--- config.mk ---
export PLATFORM = sky130hd
export DESIGN_NAME = midi_note_event_encoder
export DESIGN_NICKNAME = d
export VERILOG_FILES = /design/src/rtl/mnee_pkg.sv /design/src/rtl/midi_note_event_encoder.sv /design/src/rtl/mnee_front.sv /design/src/rtl/mnee_queue.sv /design/src/rtl/mnee_back.sv
export VERILOG_INCLUDE_DIRS = /design/src /design/src/rtl
export SDC_FILE = /design/constraint.sdc
export NUM_CORES = 2
export LEC_CHECK = 0
export ABC_CLOCK_PERIOD_IN_PS = 9700
export BUFFER_PORTS_ARGS = -buffer_cell sky130_fd_sc_hd__buf_2
export CORE_MARGIN = 2
export CORE_UTILIZATION = 50
export CTS_BUF_LIST = sky130_fd_sc_hd__clkbuf_4 sky130_fd_sc_hd__clkbuf_8 sky130_fd_sc_hd__clkbuf_16
export DETAILED_ROUTE_END_ITERATION = 6
export GPL_TIMING_DRIVEN = 0
export PLACE_DENSITY = 0.69
export SYNTH_ARGS = -nofsm -noshare
export SYNTH_HDL_FRONTEND = slang
export SYNTH_HIERARCHICAL = 1
export SYNTH_SLANG_ARGS = --single-unit
--- constraint.sdc ---
create_clock -name clk -period 9.7 [get_ports clk]
set_clock_uncertainty 0.15 [all_clocks]
set_input_delay 1.94 -clock clk [delete_from_list [all_inputs] [get_ports clk]]
set_output_delay 1.94 -clock clk [all_outputs]
set_load 0.005 [all_outputs]
--- src/rtl/assert_macros.svh ---
// Assertion macros used by the byte sequencer of the note event encoder RTL.
`ifndef ASSERT_MACROS_SVH
`define ASSERT_MACROS_SVH

// Checks that the consequent holds whenever the antecedent holds, outside reset.
`define MNEE_ASSERT_IMPL(lbl, clk, rst_n, ante, cons, msg) \
    lbl: assert property (@(posedge clk) disable iff (!rst_n) (ante) |-> (cons)) \
        else $error(msg);

// Checks that an expression holds on every clock edge outside reset.
`define MNEE_ASSERT_ALWAYS(lbl, clk, rst_n, expr, msg) \
    lbl: assert property (@(posedge clk) disable iff (!rst_n) (expr)) \
        else $error(msg);

`endif

--- src/rtl/mnee_pkg.sv ---
// Package with the types and constants of the note event encoder.
package mnee_pkg;

    // Fixed field widths and queue depth.
    localparam int unsigned TIME_W      = 32;
    localparam int unsigned DIV_W       = 15;
    localparam int unsigned COUNT_OUT_W = 24;
    localparam int unsigned VLQ_BITS    = 28;
    localparam int unsigned QUEUE_DEPTH = 2;

    // Register reset value and encoding constants.
    localparam logic [DIV_W-1:0]    DIVISIONS_RESET = 15'd96;
    localparam logic [VLQ_BITS-1:0] MASK_GRP3  = 28'hfe00000;
    localparam logic [VLQ_BITS-1:0] MASK_GRP2  = 28'hfffc000;
    localparam logic [VLQ_BITS-1:0] MASK_GRP1  = 28'hfffff80;
    localparam logic [7:0]          STATUS_ON  = 8'h90;
    localparam logic [7:0]          STATUS_OFF = 8'h80;
    localparam logic [15:0]         VOLUME_ONE = 16'd32768;

    // Kind of the last status byte sent.
    typedef enum logic [1:0] {
        KIND_OFF  = 2'd0,
        KIND_ON   = 2'd1,
        KIND_NONE = 2'd2
    } kind_t;

    // One note event on the input side.
    typedef struct packed {
        logic [31:0] event_time;
        logic        note_on;
        logic [6:0]  pitch;
        logic [15:0] volume;
    } event_t;

    // One encoded byte on the result side.
    typedef struct packed {
        logic [7:0]  data_byte;
        logic        last_of_event;
        logic        delta_error;
        logic [23:0] notes_on_count;
    } result_t;

    // Classified event handed from the front end to the byte sequencer.
    typedef struct packed {
        logic                   err;
        logic [VLQ_BITS-1:0]    ticks;
        logic [1:0]             top_grp;
        logic                   send_status;
        logic                   note_on;
        logic [6:0]             pitch;
        logic [6:0]             velocity;
        logic [COUNT_OUT_W-1:0] count;
    } cmd_t;

endpackage

--- src/rtl/midi_note_event_encoder.sv ---
// Top level of the MIDI note event encoder: front end, queue and byte sequencer.
// An accepted event goes through stage 0, stage 1 and the queue into the output register.
// Front end: stage 0 holds an event until the previous one has left stage 1 and updated the state.
// Result side: one byte per cycle while popped, from the output register; 3 to 7 bytes per event, 1 on error.
// Reset: asynchronous, active low; clears the queue and output, divisions returns to 96,
// previous time and note-on count to zero, and the next event always sends a status byte.
module midi_note_event_encoder
    import mnee_pkg::*;
#(
    parameter int TIME_FRAC_BITS = 16,
    parameter int COUNT_WIDTH    = 24
)
(
    input  logic             clk,
    input  logic             rst_n,
    input  logic             cfg_we,
    input  logic [DIV_W-1:0] cfg_wdata,
    input  logic             push,
    output logic             full,
    input  event_t           event_data,
    output logic             empty,
    input  logic             pop,
    output result_t          result_data
);

    logic cmd_push;
    logic cmd_full;
    cmd_t cmd_in;
    logic cmd_valid;
    logic cmd_pop;
    cmd_t cmd_out;

    // Front end: delta scaling and classification.
    mnee_front #(
        .TIME_FRAC_BITS(TIME_FRAC_BITS),
        .COUNT_WIDTH   (COUNT_WIDTH)
    ) u_front (
        .clk       (clk),
        .rst_n     (rst_n),
        .cfg_we    (cfg_we),
        .cfg_wdata (cfg_wdata),
        .push      (push),
        .full      (full),
        .event_data(event_data),
        .cmd_push  (cmd_push),
        .cmd_full  (cmd_full),
        .cmd       (cmd_in)
    );

    // Queue between the two halves.
    mnee_queue u_queue (
        .clk  (clk),
        .rst_n(rst_n),
        .push (cmd_push),
        .full (cmd_full),
        .wdata(cmd_in),
        .pop  (cmd_pop),
        .valid(cmd_valid),
        .rdata(cmd_out)
    );

    // Byte sequencer and output register.
    mnee_back u_back (
        .clk        (clk),
        .rst_n      (rst_n),
        .cmd_valid  (cmd_valid),
        .cmd        (cmd_out),
        .cmd_pop    (cmd_pop),
        .empty      (empty),
        .pop        (pop),
        .result_data(result_data)
    );

endmodule

--- src/rtl/mnee_front.sv ---
// Front end: accepts note events, scales the delta time and classifies each event.
module mnee_front
    import mnee_pkg::*;
#(
    parameter int TIME_FRAC_BITS = 16,
    parameter int COUNT_WIDTH    = 24
)
(
    input  logic             clk,
    input  logic             rst_n,
    input  logic             cfg_we,
    input  logic [DIV_W-1:0] cfg_wdata,
    input  logic             push,
    output logic             full,
    input  event_t           event_data,
    output logic             cmd_push,
    input  logic             cmd_full,
    output cmd_t             cmd
);

    localparam int PROD_W = TIME_W + DIV_W;
    localparam logic [PROD_W:0] HALF = {{PROD_W{1'b0}}, 1'b1} << (TIME_FRAC_BITS - 1);

    logic [DIV_W-1:0]       div_reg;
    logic                   s0_v_reg;
    event_t                 s0_reg;
    logic                   s1_v_reg;
    logic [PROD_W-1:0]      prod_reg;
    logic                   neg_reg;
    logic [TIME_W-1:0]      time1_reg;
    logic                   on_reg;
    logic [6:0]             pitch_reg;
    logic [6:0]             vel_reg;
    logic [TIME_W-1:0]      prev_time_reg;
    kind_t                  prev_kind_reg;
    logic [COUNT_WIDTH-1:0] count_reg;

    logic                   accept;
    logic                   s0_go;
    logic                   s1_go;
    logic                   neg;
    logic [TIME_W-1:0]      mag;
    logic [PROD_W-1:0]      prod;
    logic [15:0]            vol_sat;
    logic [22:0]            vel_prod;
    logic [PROD_W:0]        ticks_all;
    logic                   err;
    logic [VLQ_BITS-1:0]    ticks;
    logic [1:0]             top_grp;
    kind_t                  kind;
    logic [COUNT_WIDTH-1:0] count_inc;

    // Handshake: stage 0 computes only once the previous event has updated the state.
    assign s1_go  = s1_v_reg && !cmd_full;
    assign s0_go  = s0_v_reg && !s1_v_reg;
    assign full   = s0_v_reg && !s0_go;
    assign accept = push && !full;

    // Stage 0: magnitude of the time difference times divisions, and velocity.
    always_comb
    begin
        neg      = s0_reg.event_time < prev_time_reg;
        mag      = neg ? (prev_time_reg - s0_reg.event_time)
                       : (s0_reg.event_time - prev_time_reg);
        prod     = PROD_W'(mag) * PROD_W'(div_reg);
        vol_sat  = (s0_reg.volume > VOLUME_ONE) ? VOLUME_ONE : s0_reg.volume;
        vel_prod = {vol_sat, 7'b0} - {7'b0, vol_sat};
    end

    // Stage 1: rounding, range check, byte count of the delta and running status.
    always_comb
    begin
        ticks_all = ({1'b0, prod_reg} + HALF) >> TIME_FRAC_BITS;
        err       = (neg_reg && (ticks_all != '0)) || (|ticks_all[PROD_W:VLQ_BITS]);
        ticks     = ticks_all[VLQ_BITS-1:0];
        if ((ticks & MASK_GRP3) != '0)
        begin
            top_grp = 2'd3;
        end
        else if ((ticks & MASK_GRP2) != '0)
        begin
            top_grp = 2'd2;
        end
        else if ((ticks & MASK_GRP1) != '0)
        begin
            top_grp = 2'd1;
        end
        else
        begin
            top_grp = 2'd0;
        end
        kind      = on_reg ? KIND_ON : KIND_OFF;
        count_inc = (on_reg && (count_reg != {COUNT_WIDTH{1'b1}}))
                  ? count_reg + COUNT_WIDTH'(1) : count_reg;
    end

    // Classified event toward the queue.
    always_comb
    begin
        cmd.err         = err;
        cmd.ticks       = ticks;
        cmd.top_grp     = top_grp;
        cmd.send_status = (kind != prev_kind_reg);
        cmd.note_on     = on_reg;
        cmd.pitch       = pitch_reg;
        cmd.velocity    = vel_reg;
        cmd.count       = err ? COUNT_OUT_W'(count_reg) : COUNT_OUT_W'(count_inc);
    end
    assign cmd_push = s1_v_reg;

    // Control state, divisions register and encoder state.
    always_ff @(posedge clk or negedge rst_n)
    begin
        if (!rst_n)
        begin
            div_reg       <= DIVISIONS_RESET;
            s0_v_reg      <= 1'b0;
            s1_v_reg      <= 1'b0;
            prev_time_reg <= '0;
            prev_kind_reg <= KIND_NONE;
            count_reg     <= '0;
        end
        else
        begin
            if (cfg_we)
            begin
                div_reg <= cfg_wdata;
            end
            if (accept)
            begin
                s0_v_reg <= 1'b1;
            end
            else if (s0_go)
            begin
                s0_v_reg <= 1'b0;
            end
            if (s0_go)
            begin
                s1_v_reg <= 1'b1;
            end
            else if (s1_go)
            begin
                s1_v_reg <= 1'b0;
            end
            if (s1_go && !err)
            begin
                prev_time_reg <= time1_reg;
                prev_kind_reg <= kind;
                count_reg     <= count_inc;
            end
        end
    end

    // Payload registers of both stages.
    always_ff @(posedge clk)
    begin
        if (accept)
        begin
            s0_reg <= event_data;
        end
        if (s0_go)
        begin
            prod_reg  <= prod;
            neg_reg   <= neg;
            time1_reg <= s0_reg.event_time;
            on_reg    <= s0_reg.note_on;
            pitch_reg <= s0_reg.pitch;
            vel_reg   <= vel_prod[21:15];
        end
    end

endmodule

--- src/rtl/mnee_queue.sv ---
// Short queue of classified events between the front end and the byte sequencer.
module mnee_queue
    import mnee_pkg::*;
(
    input  logic clk,
    input  logic rst_n,
    input  logic push,
    output logic full,
    input  cmd_t wdata,
    input  logic pop,
    output logic valid,
    output cmd_t rdata
);

    localparam int PTR_W = (QUEUE_DEPTH > 1) ? $clog2(QUEUE_DEPTH) : 1;
    localparam int CNT_W = $clog2(QUEUE_DEPTH + 1);
    localparam logic [PTR_W-1:0] LAST_PTR = PTR_W'(QUEUE_DEPTH - 1);

    cmd_t             mem_reg [QUEUE_DEPTH];
    logic [PTR_W-1:0] wr_ptr_reg;
    logic [PTR_W-1:0] rd_ptr_reg;
    logic [CNT_W-1:0] count_reg;
    logic             do_push;
    logic             do_pop;

    // A transaction on each side.
    assign full    = (count_reg == CNT_W'(QUEUE_DEPTH));
    assign valid   = (count_reg != '0);
    assign do_push = push && !full;
    assign do_pop  = pop && valid;
    assign rdata   = mem_reg[rd_ptr_reg];

    // Pointers and fill count.
    always_ff @(posedge clk or negedge rst_n)
    begin
        if (!rst_n)
        begin
            wr_ptr_reg <= '0;
            rd_ptr_reg <= '0;
            count_reg  <= '0;
        end
        else
        begin
            if (do_push)
            begin
                wr_ptr_reg <= (wr_ptr_reg == LAST_PTR) ? '0 : wr_ptr_reg + PTR_W'(1);
            end
            if (do_pop)
            begin
                rd_ptr_reg <= (rd_ptr_reg == LAST_PTR) ? '0 : rd_ptr_reg + PTR_W'(1);
            end
            if (do_push && !do_pop)
            begin
                count_reg <= count_reg + CNT_W'(1);
            end
            else if (do_pop && !do_push)
            begin
                count_reg <= count_reg - CNT_W'(1);
            end
        end
    end

    // Entry storage.
    always_ff @(posedge clk)
    begin
        if (do_push)
        begin
            mem_reg[wr_ptr_reg] <= wdata;
        end
    end

endmodule

--- src/rtl/mnee_back.sv ---
// Byte sequencer: turns each classified event into its track event bytes.
`include "assert_macros.svh"
module mnee_back
    import mnee_pkg::*;
(
    input  logic    clk,
    input  logic    rst_n,
    input  logic    cmd_valid,
    input  cmd_t    cmd,
    output logic    cmd_pop,
    output logic    empty,
    input  logic    pop,
    output result_t result_data
);

    typedef enum logic [1:0] {
        PH_DELTA,
        PH_STATUS,
        PH_PITCH,
        PH_VEL
    } phase_t;

    phase_t  phase_reg;
    phase_t  phase_next;
    logic [1:0] idx_reg;
    logic [1:0] idx_next;
    logic    out_v_reg;
    result_t out_reg;

    logic       load;
    logic       done;
    logic [1:0] grp;
    logic [6:0] grp_bits;
    result_t    res;

    // The output register takes a new byte when empty or when its byte is popped.
    assign load    = cmd_valid && (!out_v_reg || pop);
    assign cmd_pop = load && done;
    assign empty   = !out_v_reg;
    assign result_data = out_reg;

    // Seven-bit group of the delta for the current byte, most significant first.
    always_comb
    begin
        grp = cmd.top_grp - idx_reg;
        case (grp)
            2'd3:    grp_bits = cmd.ticks[27:21];
            2'd2:    grp_bits = cmd.ticks[20:14];
            2'd1:    grp_bits = cmd.ticks[13:7];
            default: grp_bits = cmd.ticks[6:0];
        endcase
    end

    // Byte selection and next phase.
    always_comb
    begin
        res.data_byte      = 8'h00;
        res.last_of_event  = 1'b0;
        res.delta_error    = 1'b0;
        res.notes_on_count = cmd.count;
        done       = 1'b0;
        phase_next = phase_reg;
        idx_next   = idx_reg;
        case (phase_reg)
            PH_DELTA:
            begin
                if (cmd.err)
                begin
                    res.last_of_event = 1'b1;
                    res.delta_error   = 1'b1;
                    done              = 1'b1;
                    idx_next          = 2'd0;
                end
                else
                begin
                    res.data_byte = {(grp != 2'd0), grp_bits};
                    if (grp == 2'd0)
                    begin
                        phase_next = cmd.send_status ? PH_STATUS : PH_PITCH;
                        idx_next   = 2'd0;
                    end
                    else
                    begin
                        idx_next = idx_reg + 2'd1;
                    end
                end
            end
            PH_STATUS:
            begin
                res.data_byte = cmd.note_on ? STATUS_ON : STATUS_OFF;
                phase_next    = PH_PITCH;
            end
            PH_PITCH:
            begin
                res.data_byte = {1'b0, cmd.pitch};
                phase_next    = PH_VEL;
            end
            PH_VEL:
            begin
                res.data_byte     = {1'b0, cmd.velocity};
                res.last_of_event = 1'b1;
                done              = 1'b1;
                phase_next        = PH_DELTA;
                idx_next          = 2'd0;
            end
            default:
            begin
                phase_next = PH_DELTA;
                idx_next   = 2'd0;
            end
        endcase
    end

    // Sequencer state, output valid and output byte register.
    always_ff @(posedge clk or negedge rst_n)
    begin
        if (!rst_n)
        begin
            phase_reg <= PH_DELTA;
            idx_reg   <= 2'd0;
            out_v_reg <= 1'b0;
            out_reg   <= '0;
        end
        else
        begin
            if (load)
            begin
                phase_reg <= phase_next;
                idx_reg   <= idx_next;
                out_v_reg <= 1'b1;
                out_reg   <= res;
            end
            else if (pop)
            begin
                out_v_reg <= 1'b0;
            end
        end
    end

    // An error result is always the only and last byte of its event.
    `MNEE_ASSERT_IMPL(a_err_is_last, clk, rst_n, out_v_reg && out_reg.delta_error, out_reg.last_of_event, "error result without last flag")
    // Past the delta bytes, the event being sent stays at the head of the queue.
    `MNEE_ASSERT_IMPL(a_head_held, clk, rst_n, phase_reg != PH_DELTA, cmd_valid && (idx_reg == 2'd0), "event left the queue mid sequence")
    // The delta byte index never runs past the top group of the event.
    `MNEE_ASSERT_ALWAYS(a_idx_bound, clk, rst_n, !cmd_valid || (idx_reg <= cmd.top_grp), "delta byte index past top group")

endmodule

; ---- After elaboration in Yosys (flattened, before gate mapping)
; Memory sizes are Yosys's and may differ from the RTL's.
; Cells that the tools add are included.
[totals]
word_cells = 126
out_inout_bits = 36
memories = 1
ff_bits = 269
ram_bits = 142
[mem_list]
columns = name, depth, width, read_ports, rd_clocked_by_memory_dff, write_ports, line_no
row1 = u_queue.mem_reg, 2, 71, 1, 0, 1, mnee_queue.sv:19  ; cmd_t mem_reg [QUEUE_DEPTH];
[op_classes]
n_eq_ne = 11
addsub = 11
order_cmp = 2
multipliers = 1
muxes = 36
n_reduce_logical = 38
[op_table]
columns = op, n
row1 = nonzero test 28 bit, 3
row2 = subtractor 32 bit, 2
row3 = adder 47 x 16 -> 48 bit (second input constant), 1
row4 = two-way mux 24 bit, 2
row5 = nonzero test 48 bit, 1
row6 = multiplier 32 x 15 -> 47 bit, 1
row7 = less-than comparator 32 bit, 1
row8 = two-way mux 32 bit, 1
row9 = one-hot mux 8 bit (4 select lines), 1
row10 = adder 24 x 1 -> 24 bit (second input constant), 1
row11 = != test 24 bit (second input constant), 1
row12 = subtractor 22 x 16 -> 22 bit, 1
row13 = one-hot mux 7 bit (3 select lines), 1
row14 = two-way mux 2 bit, 10
row15 = > comparator 16 bit (second input constant), 1
row16 = two-way mux 16 bit, 1
row17 = two-way mux 1 bit, 14
row18 = nonzero test 2 bit, 7
row19 = logical AND 1 bit, 12
row20 = equality test 2 bit (second input constant), 5
row21 = zero test 1 bit, 8
row22 = two-way mux 8 bit, 1
row23 = one-hot mux 2 bit (4 select lines), 1
row24 = two-way mux 5 bit, 1
row25 = other kinds (15), 21

; ---- Logic depth before layout (Yosys ltp)
[logic_depth]
depth_word = 8
mapped_depth = 42
mapped_depth_nobuf = 39

; ---- Cells and area by module
; The synthesis kept the hierarchy.
[by_module_without_submodules]
columns = mod, seq_area_each_um2, n_inst, area_each_um2, cells_each
row1 = mnee_front, 5964.5, 1, 26853.3, 2888
row2 = mnee_queue, 4364.2, 1, 5674.2, 240
row3 = mnee_back, 975.9, 1, 2104.5, 181

; ---- Least setup slack after synthesis
; No wires, ideal clock.
[synth_timing]
path_type = register to register
from = reg u_front/s0_reg[24] (netlist name)
to = reg u_front.prod_reg[40], data pin
setup_time_ns = 0.264
path_buffers = 2
arrival_time_ns = 9.087
path_stages_with_launch = 37
path_slack_ns = 0.199
synth_period_minus_slack_ns = 9.501
path_cell_list = edfxtp_1 > inv_1 > ha_1 > inv_1 > fa_1 > a211oi_1 > nor3_1 > o21ai_0 > a21oi_1 > or2_1 > clkbuf_1 > inv_2 > mux2_2 > a221o_1 > xnor2_1 > clkbuf_1 > nand2_1 > fa_1 > fa_1 > inv_1 > fa_1 > inv_1 > fa_1 > fa_1 > fa_1 > inv_1 > ha_1 > a21o_1 > a2111oi_0 > nor3_1 > a21oi_1 > o21a_1 > o211ai_1 > a311oi_1 > o21ai_1 > a221oi_1 > xnor2_1
[synth_via]
elab_chain_cells = 3
elab_cells_between_ends = 5
cone_classes = 2 x add/sub / 1 x mul / 1 x order compare / 1 x mux
[synth_rtl]
columns = element, line_no
row1 = from (decl), mnee_front.sv:26  ; event_t s0_reg;
row2 = from (signal assigned), mnee_front.sv:159  ; s0_reg <= event_data;
row3 = "subtractor 32 bit, or another cell as far along", mnee_front.sv:64  ; : (s0_reg.event_time - prev_time_reg);
row4 = two-way mux 32 bit (*), mnee_front.sv:63  ; mag = neg ? (prev_time_reg - s0_reg.event_time)
row5 = multiplier 32 x 15 -> 47 bit (*), mnee_front.sv:65  ; prod = PROD_W'(mag) * PROD_W'(div_reg);
row6 = net u_front.prod[40], mnee_front.sv:43  ; logic [PROD_W-1:0] prod;
row7 = to (signal assigned), mnee_front.sv:163  ; prod_reg <= prod;
row8 = to (decl), mnee_front.sv:28  ; logic [PROD_W-1:0] prod_reg;
; Mark *: on every way through the listed nets, which the timed path passes. The rest lies on a longest branch.
; A chain may end at the register's enable or synchronous reset.

; ---- Final worst setup path
[layout_timing]
from = reg u_front/s0_reg[24] (netlist name)
to = reg u_front.prod_reg[39], data pin
; Same word-level chain as after synthesis.

==> results_dict.tcl <==
set metrics [dict create \
    start_util 0.505 \
    worstPathMaxFanout 8 \
    core_area_um2 68600 \
    largest_register_ff_count 142 \
    drt_drc_violations_left 0 \
    met1_length_um 37900 \
    via_count 24800 \
    cp_slowest_cell "fa_1" \
    start_kind "register" \
    ys_seq_elements 396 \
    finalWirelength_um 90400 \
    row_count 96 \
    post-route-worst-setup-slack_ps 33.0 \
    drtIter0Drc 1927 \
    multi_input_comb_area_um2 21800 \
    max_cap_violations 0 \
    achievable-frequency_ghz 0.103 \
    crit_type "reg -> reg" \
    post_synth.cell_area_avg_um2 10.5 \
    route.detailed.wl_per_inst_um 20.2 \
    number_of_buffers_added_by_the_clock_tree_synthesis_step 42 \
    mappedNetlistArea_um2 34600 \
    nNetsFinal 4167 \
    rsz_0062_raised_after_global_routing "yes" \
    setup_viol 0 \
    crit_top_cell "fa_1" \
    critical_path.endpoint_type "register" \
    ctsRootBufferMaster "clkbuf_16" \
    grt_pass1_vias 25400 \
    synth_enable_flop_cells 278 \
    synthTopCellsByArea "edfxtp_1 (24%), fa_1 (22%), dfrtp_1 (8.3%), ha_1 (6.8%), inv_1 (5.2%)" \
    fin_crit_ps 9670 \
    tritoncts "yes" \
    worst-endpoint-arrival_ps 9850 \
    timing.max_slew.rel_slack 0.214 \
    detailedRoute.firstPassIterationCount 6 \
    route.antenna.remaining_nets 0 \
    htree_num_levels 2 \
    nFillCells 5852 \
    numPortBuffers 110 \
    asyncSetResetFlopFracSynth 0.298 \
    netlist.area_leader.share 0.241 \
    ctsLongestPathBuffers 3 \
    final.period_utilization 0.997 \
    synth_commonest_cells "inv_1 (483), nand2_1 (398), fa_1 (389)" \
    critical_path.max_stage_delay_ps 590 \
    instances_no_fill 4479 \
    yosys_warnings 6 \
    numClockSinks 396 \
    gp_congestion 0.984 \
    dp.final_hpwl_um 70000 \
    post-place-cells 4358 \
    final-hold-violation-count 0 \
    place_ws_ps -2550 \
    netlist_instances 3309 \
    register_area_um2 11300 \
    synth_most_common_cell "inv_1" \
    timing.setup.tns_ps 0 \
    report.final.slew_viol_count 0 \
    final_core_util 0.577 \
    met3_length_um 6970 \
    yosys.cell_types.count 91 \
    clkLatencyLatePin_ps 610 \
    io-pin-count 112 \
    grt_usage 0.258 \
    met2_length_um 40500 \
    share_of_final_layout_standard_cells_stronger_than_drive_strength_1 0.154 \
    synth_ff_type "edfxtp_1" \
    grt_ovf 0 \
    maximum_number_of_pins_on_one_net_before_global_route_repair 62 \
    die_area_um2 71400 \
    synth_largest_area_cell "edfxtp_1" \
    portion_of_the_post_synthesis_area_used_by_sequential_elements 0.326 \
    clk_pin_slew_worst_setup_hold_paths_ps 70 \
    antenna_found_initial 0 \
    dieWidth_um 267 \
    die_y_um 267 \
    grt_first_pass_wirelength_um 141000 \
    tightestPinTransition_ps 1170 \
    antenna_cells 0 \
    hold_class "reg -> reg" \
    crit_required_ps 9880 \
    synthToLayoutAreaGrowth_pct 14.2 \
    status "complete, no violations" \
    maxUsedRoutingLayer "met4" \
    syn-num-nets 3962 \
    routed_via_density 5.53 \
]
==> through the flow <==
stage	instance area, µm²	hold WS [ps]
after floorplan	34600	250
final	39500	261
after global placement	36300	255
after detailed placement	36500	262
after global routing	39500	285
after CTS	39000	259
==> layer usage <==
layer  track usage  up-vias
met5             0        -
met4         0.126        0
met3        0.0458      233
met2         0.408     1009
met1         0.343    12300
li1              -    11200
==> worst paths after layout <==
path / to / cells after the start / from / slack (ps)
max: u_front/prod_reg[39]$_DFFE_PP_ / 37 / u_front/s0_reg[24]$_DFFE_PP_ / 30
min: u_front/prev_time_reg[28]$_DFFE_PN0P_ / 2 / u_front/time1_reg[28]$_DFFE_PP_ / 260
max reg2reg: u_front/prod_reg[39]$_DFFE_PP_ / 37 / u_front/s0_reg[24]$_DFFE_PP_ / 30
min reg2reg: u_front/prev_time_reg[28]$_DFFE_PN0P_ / 2 / u_front/time1_reg[28]$_DFFE_PP_ / 260
max in group asynchronous: u_front/prev_kind_reg[1]$_DFFE_PN1P_ / 2 / rst_n / 7430
min in group asynchronous: u_back/result_data[10]$_DFFE_PN0P_ / 1 / rst_n / 1190
==> timing repair <==
action	CTS	global route
cloned	0	0
buffers inserted	44	16
resized for setup	149	107
hold buffers	0	0
endpoints found under the setup margin	31	19
pin swaps	54	64
==> placed cells by master, fill, tap and decap left out, drive strengths merged, types with 6 or more instances in the layout <==
master / synthesis / layout
o21bai: 21 / 21
and2: 162 / 162
bufinv: 0 / 7
o31ai: 8 / 8
and3: 23 / 23
clkbuf: 110 / 137
mux2: 101 / 101
o21a: 10 / 10
nand2b: 30 / 30
a211oi: 13 / 13
nor3: 26 / 26
fa: 389 / 389
inv: 484 / 487
nor2: 165 / 165
o221ai: 6 / 6
xor2: 77 / 77
o21ai: 122 / 122
xnor2: 76 / 76
or3: 6 / 6
or2: 11 / 11
nand4: 29 / 29
a2111oi: 7 / 7
a31oi: 13 / 13
clkinvlp: 0 / 6
a21o: 58 / 58
mux2i: 25 / 25
buf: 31 / 212
ha: 188 / 188
o211ai: 17 / 17
edfxtp: 278 / 278
nor4: 8 / 8
dfrtp: 115 / 115
nand2: 399 / 399
nor2b: 36 / 36
a22oi: 8 / 8
clkinv: 0 / 14
a21oi: 127 / 127
nand3: 51 / 51
a21boi: 6 / 6
==> kinds of logic (layout without fill, tap and decap cells) <==
family	after synthesis	count (layout)	share of synthesized area
flip-flops	396	396	0.326
multiplexers	126	126	0.0475
adder cells (fa/ha/maj)	577	577	0.293
buffers and inverters	625	864	0.0726
AO/OA/AOI/OAI	459	459	0.0840
XOR/XNOR	154	154	0.0396
AND/OR/NAND/NOR	972	972	0.137
==> layout make-up <==
cell class	instances	share of cell area
clock buffer	48	0.0283
multi-input combinational	2288	0.551
timing repair buffer	178	0.0305
tap	931	0.0295
clock inverter	30	0.00968
sequential	396	0.286
buffer	124	0.0193
inverter	484	0.0461
==> critical path, delay by kind of cell (launching register included) <==
family | cells | cell delay [ps]
AO/OA/AOI/OAI | 10 | 2130
flip-flops | 1 | 450
XOR/XNOR | 2 | 510
multiplexers | 1 | 310
adder cells (fa/ha/maj) | 9 | 3900
buffers and inverters | 9 | 900
AND/OR/NAND/NOR | 6 | 1030
Power is not shown: default switching activity piles up to over one toggle a cycle in this logic, so the estimate is an artifact.
